==> config.mk <==
export PLATFORM = sky130hd
export DESIGN_NAME = tsw_ctrl
export DESIGN_NICKNAME = d
export VERILOG_FILES = /design/src/tcp_sender_window_retransmit_core_defines.svh /design/src/tsw_pkg.sv /design/src/tsw_ctrl.sv
export SDC_FILE = /design/constraint.sdc
export NUM_CORES = 1
export LEC_CHECK = 0
export BUFFER_PORTS_ARGS = -buffer_cell sky130_fd_sc_hd__buf_4
export CAP_MARGIN = 25
export CELL_PAD_IN_SITES_DETAIL_PLACEMENT = 1
export CELL_PAD_IN_SITES_GLOBAL_PLACEMENT = 1
export CORE_UTILIZATION = 34
export CTS_CLUSTER_DIAMETER = 50
export DETAILED_ROUTE_END_ITERATION = 16
export GPL_ROUTABILITY_DRIVEN = 0
export PLACE_DENSITY = 0.79
export SLEW_MARGIN = 30
export SYNTH_ARGS = -nofsm -noshare
export SYNTH_HDL_FRONTEND = slang
export SYNTH_SLANG_ARGS = --single-unit
==> constraint.sdc <==
create_clock -name clk -period 3.8 [get_ports clk]
set_input_delay 0.76 -clock clk [delete_from_list [all_inputs] [get_ports clk]]
set_output_delay 0.76 -clock clk [all_outputs]
set_load 0.02 [all_outputs]
==> src/tcp_sender_window_retransmit_core_defines.svh <==
// Assertion macros used by the TCP sender core datapath.
// Depends on nothing; included by modules that assert.
`ifndef TCP_SENDER_WINDOW_RETRANSMIT_CORE_DEFINES_SVH
`define TCP_SENDER_WINDOW_RETRANSMIT_CORE_DEFINES_SVH
// Implication checked at every clock edge outside reset.
`define TSW_ASSERT_IMP(lbl, ante, cons) \
    lbl: assert property (@(posedge clk) disable iff (!rst_n) (ante) |-> (cons)) \
        else $error("assertion failed");
// Next-cycle implication checked outside reset.
`define TSW_ASSERT_NEXT(lbl, ante, cons) \
    lbl: assert property (@(posedge clk) disable iff (!rst_n) (ante) |=> (cons)) \
        else $error("assertion failed");
`endif

==> src/tsw_pkg.sv <==
// Package for the TCP sender core: types, constants and codes.
// Depends on nothing.
package tsw_pkg;
    localparam int MaxPayload = 1000;
    localparam int QueueDepth = 64;
    localparam int QAw = $clog2(QueueDepth);
    localparam int QCw = QAw + 1;

    typedef enum logic [1:0] {
        CMD_PUSH = 2'd0,
        CMD_ACK  = 2'd1,
        CMD_TICK = 2'd2,
        CMD_POLL = 2'd3
    } cmd_t;

    localparam logic CFG_TIMEOUT = 1'b0;
    localparam logic CFG_ISN     = 1'b1;

    typedef struct packed {
        logic [1:0]  command;
        logic [15:0] bytes_available;
        logic        stream_closed;
        logic [31:0] ack_number;
        logic [15:0] advertised_window;
        logic [31:0] elapsed_ms;
    } in_item_t;

    typedef struct packed {
        logic        segment_valid;
        logic [31:0] segment_seqno;
        logic        segment_syn;
        logic        segment_fin;
        logic [9:0]  segment_length;
        logic [15:0] bytes_taken;
        logic [16:0] in_flight;
        logic [7:0]  retransmissions;
        logic [31:0] next_seqno;
    } out_item_t;

    typedef enum logic [3:0] {
        ST_IDLE,
        ST_PUSH_CHK,
        ST_PUSH_CUT,
        ST_ACK_CHK,
        ST_ACK_RD,
        ST_ACK_POP,
        ST_TICK_ADD,
        ST_TICK_CHK,
        ST_POLL_RD,
        ST_POLL_OUT,
        ST_DONE
    } state_t;

    typedef struct packed {
        logic load;
        logic push_init;
        logic push_cut;
        logic ack_apply;
        logic ack_pop;
        logic tick_add;
        logic tick_chk;
        logic tick_idle;
        logic poll_rd;
        logic poll_out;
        logic done;
    } ctl_cmd_t;

    typedef struct packed {
        cmd_t command;
        logic push_go;
        logic cut_more;
        logic ack_ok;
        logic ack_all;
        logic pop_more;
        logic tick_idle;
    } ctl_sts_t;

    typedef struct packed {
        logic       syn;
        logic       fin;
        logic [9:0] len;
    } info_t;

    function automatic logic [11:0] seqlen(input info_t i);
        seqlen = {2'b00, i.len} + {11'd0, i.syn} + {11'd0, i.fin};
    endfunction
endpackage

==> src/tsw_ctrl.sv <==
// Controller state machine of the TCP sender core.
// Depends on tsw_pkg.
module tsw_ctrl (
    input  logic              clk,
    input  logic              rst_n,
    input  logic              start,
    output logic              busy,
    input  tsw_pkg::ctl_sts_t sts,
    output tsw_pkg::ctl_cmd_t cmd
);
    import tsw_pkg::*;

    state_t state_reg, state_next;

    always_ff @(posedge clk or negedge rst_n)
    begin
        if (!rst_n)
        begin
            state_reg <= ST_IDLE;
        end
        else
        begin
            state_reg <= state_next;
        end
    end

    always_comb
    begin
        state_next = state_reg;
        cmd = '0;
        busy = (state_reg != ST_IDLE);
        unique case (state_reg)
            ST_IDLE:
            begin
                if (start)
                begin
                    cmd.load = 1'b1;
                    unique case (sts.command)
                        CMD_PUSH: state_next = ST_PUSH_CHK;
                        CMD_ACK:  state_next = ST_ACK_CHK;
                        CMD_TICK: state_next = ST_TICK_ADD;
                        CMD_POLL: state_next = ST_POLL_RD;
                        default:  state_next = ST_DONE;
                    endcase
                end
            end
            ST_PUSH_CHK:
            begin
                cmd.push_init = 1'b1;
                state_next = sts.push_go ? ST_PUSH_CUT : ST_DONE;
            end
            ST_PUSH_CUT:
            begin
                if (sts.cut_more)
                begin
                    cmd.push_cut = 1'b1;
                end
                else
                begin
                    state_next = ST_DONE;
                end
            end
            ST_ACK_CHK:
            begin
                cmd.ack_apply = 1'b1;
                state_next = (sts.ack_ok && !sts.ack_all) ? ST_ACK_RD : ST_DONE;
            end
            ST_ACK_RD:
            begin
                state_next = ST_ACK_POP;
            end
            ST_ACK_POP:
            begin
                if (sts.pop_more)
                begin
                    cmd.ack_pop = 1'b1;
                    state_next = ST_ACK_RD;
                end
                else
                begin
                    state_next = ST_DONE;
                end
            end
            ST_TICK_ADD:
            begin
                if (sts.tick_idle)
                begin
                    cmd.tick_idle = 1'b1;
                    state_next = ST_DONE;
                end
                else
                begin
                    cmd.tick_add = 1'b1;
                    state_next = ST_TICK_CHK;
                end
            end
            ST_TICK_CHK:
            begin
                cmd.tick_chk = 1'b1;
                state_next = ST_DONE;
            end
            ST_POLL_RD:
            begin
                cmd.poll_rd = 1'b1;
                state_next = ST_POLL_OUT;
            end
            ST_POLL_OUT:
            begin
                cmd.poll_out = 1'b1;
                state_next = ST_DONE;
            end
            ST_DONE:
            begin
                cmd.done = 1'b1;
                state_next = ST_IDLE;
            end
            default:
            begin
                state_next = ST_IDLE;
            end
        endcase
    end
endmodule

==> qor.txt <==
detailed-route via count = 559
f_max = 0.420 GHz
CP top delay family = simple AND/OR/NAND/NOR gates
CTS tree = built
Clock Latency Late Sink = 230 ps
grt ovf = 0
worst path bufs/invs = 1
CP cell instances = nand2b_1 -> nor4b_2 -> buf_4
CP startpoint = state_reg[0]$_DFFE_PN0P_
I/O pin total = 23
fin. max-slew vios = 0
initial antenna violation count = 0
ratio of cells with drive above 1 in the final layout = 37.9%
DP Wirelength = 1.08 mm
Post-Syn Area = 541 um^2
Vias/cell = 5.43
Die ar. = 1750 um^2
WS Path Type = reg2out
YS warnings = 0
switching share of power = 51.8%
Crit-path slowest cell = dfrtp_1
status = complete, no violations
Antenna diodes = 0
antenna-violating nets left = 0
Clock Tree Buf Depth = 2
pre-CTS setup slack = 1630 ps
unrepaired setup endpoints after global routing = false
std cell rows = 14
critical path capture point type = output pin
Final period util = 62.6%
Placed Area = 694 um^2
Root Driver = clkbuf_4
drt first pass iters = 4
final setup violating endpoints = 0
Peak VDD IR = 0.237 mV
WP data arrival = 1620 ps
H-tree levels = 1
clock slew at reported path FFs = 40 ps
number of buffers inserted by post-CTS setup repair = 0
CP startpoint kind = flip-flop
max-cap violation count = 0
most frequent cells in the layout = buf_4, nor2_1, nand2b_1
Comb pwr share = 60.9%
worst-margin pin slew = 542 ps
DRT iter0 DRCs = 12
Worst Slack Setup Final = 1420 ps
total global-route track usage = 17.5%
Starting Density = 36.3%
net count reported at finish = 104
clk_skew = 0.390 ps
width of the die = 41.9 um
Int Pwr = 0.236 mW
TNS Setup = 0 ps
NetSw = 0.254 mW
non-filler instance count after layout = 103
Pleak = 0.338 nW
Hold Vio Cnt, Final = 0
first-pass GRT wire length = 2.31 mm
DRC Markers = 0
largest net degree at the start of global routing = 17
port buffer count = 22
Synth Instances = 66
hold buffer count at CTS = 0
sequential share of the synthesized area = 18.5%
cell total after placement = 100
clk sinks = 4
#FFs+latches synth = 4
Mean Syn Cell Area = 8.19 um^2
CP max FO = 16
per-cell routed wire length = 13.6 um
CTS buffer count = 3
Distinct cells, synth = 36
commonest non-fill, non-tap cell in the layout = buf_4
CTS resizes = 0
Syn Nets = 81
Hold Path Class = in2async
Sequential Power Share = 28.5%
vias in the first global route = 517
Crit path required time = 3040 ps
Syn-to-layout area delta = 32.6%
Final min period = 2380 ps
Power per Cell Area = 683 nW/um^2
Clk network pwr share = 10.6%
Worst R2R Start = state_reg[2]$_DFFE_PN0P_
post-route cell area = 717 um^2
Max stage delay on crit path = 550 ps
Die Y = 41.9 um
Core Area = 1490 um^2
DRT Wirelength = 1.40 mm
max reg flops = 4
Slew HR = 63.8%
-- worst reg2reg max path: cells and delay by family (launching register included) --
kind | cells | cell delay (ps)
AO/OA/AOI/OAI | 2 | 240
flip-flops | 1 | 670
AND/OR/NAND/NOR | 2 | 550
-- worst paths after layout --
| check | cells past startpoint | slack, ps | end |
|---|---|---|---|
| setup / recovery | 3 | 1420 | cmd[8] |
| hold / removal | 1 | 310 | state_reg[0]$_DFFE_PN0P_ |
| setup reg to reg | 4 | 2250 | state_reg[3]$_DFFE_PN0P_ |
| hold reg to reg | 3 | 920 | state_reg[3]$_DFFE_PN0P_ |
| max in group asynchronous | 1 | 3390 | state_reg[3]$_DFFE_PN0P_ |
| min in group clk | 3 | 870 | state_reg[2]$_DFFE_PN0P_ |
-- stage by stage --
| step | hold WS [ps] | util, % | power [mW] |
|---|---|---|---|
| after floorplan | 464 | - | 0.352 |
| after global placement | 556 | 46.6 | 0.431 |
| after detailed placement | 557 | 46.6 | 0.441 |
| after CTS | 310 | 48.2 | 0.494 |
| after global routing | 317 | 48.2 | 0.531 |
| final | 314 | 48.2 | 0.489 |
-- logic make-up after synthesis --
| group | after synthesis | share of synthesized area, % |
|---|---|---|
| flops | 4 | 18.5 |
| fa+ha+maj | 4 | 9.26 |
| buf+inv | 9 | 9.26 |
| compound gates | 15 | 20.1 |
| simple gates | 34 | 42.8 |
-- metal layers --
| metal | part of all wire, % | track usage [%] |
|---|---|---|
| met5 | 0 | 0 |
| met4 | 0 | 7.74 |
| met3 | 2.7 | 2.61 |
| met2 | 52 | 27.8 |
| met1 | 46 | 23.2 |
-- area by class of cell --
| cell class | count | area, um^2 |
|---|---|---|
| Tap cell | 16 | 20.0 |
| Multi-Input combinational cell | 53 | 390 |
| Fill cell | 198 | 772 |
| Clock buffer | 3 | 22.5 |
| Timing Repair Buffer | 22 | 165 |
| Sequential cell | 4 | 100 |
| Inverter | 5 | 18.8 |
-- cell usage after synthesis (all sizes together) --
master,instances,area [um^2]
nor2,6,22.5
inv,5,18.8
nand2b,5,31.3
buf,4,31.3
dfrtp,4,100
ha,4,50.1
nor2b,4,25.0
nor3,4,25.0
o21ai,4,20.0
a21oi,2,10.0
a221oi,2,17.5
and3,2,12.5
nand2,2,10.0
nand3,2,15.0
nor4b,2,30.0
a211o,1,8.76
a22o,1,8.76
a31oi,1,6.26
a32oi,1,8.76
and2,1,6.26
and4bb,1,12.5
nand3b,1,7.51
nor3b,1,7.51
nor4,1,12.5
o211ai,1,12.5
o21bai,1,7.51
o41ai,1,8.76
or2,1,6.26
or2b,1,7.51
-- power groups by stage --
stage,logic (mW),clock network [mW],registers (mW)
after floorplan,0.268,0,0.0836
after global placement,0.293,0,0.137
after detailed placement,0.300,0,0.140
after CTS,0.302,0.0533,0.139
after global routing,0.329,0.0532,0.149
final,0.298,0.0518,0.140
(Power assumes the default switching activity.)
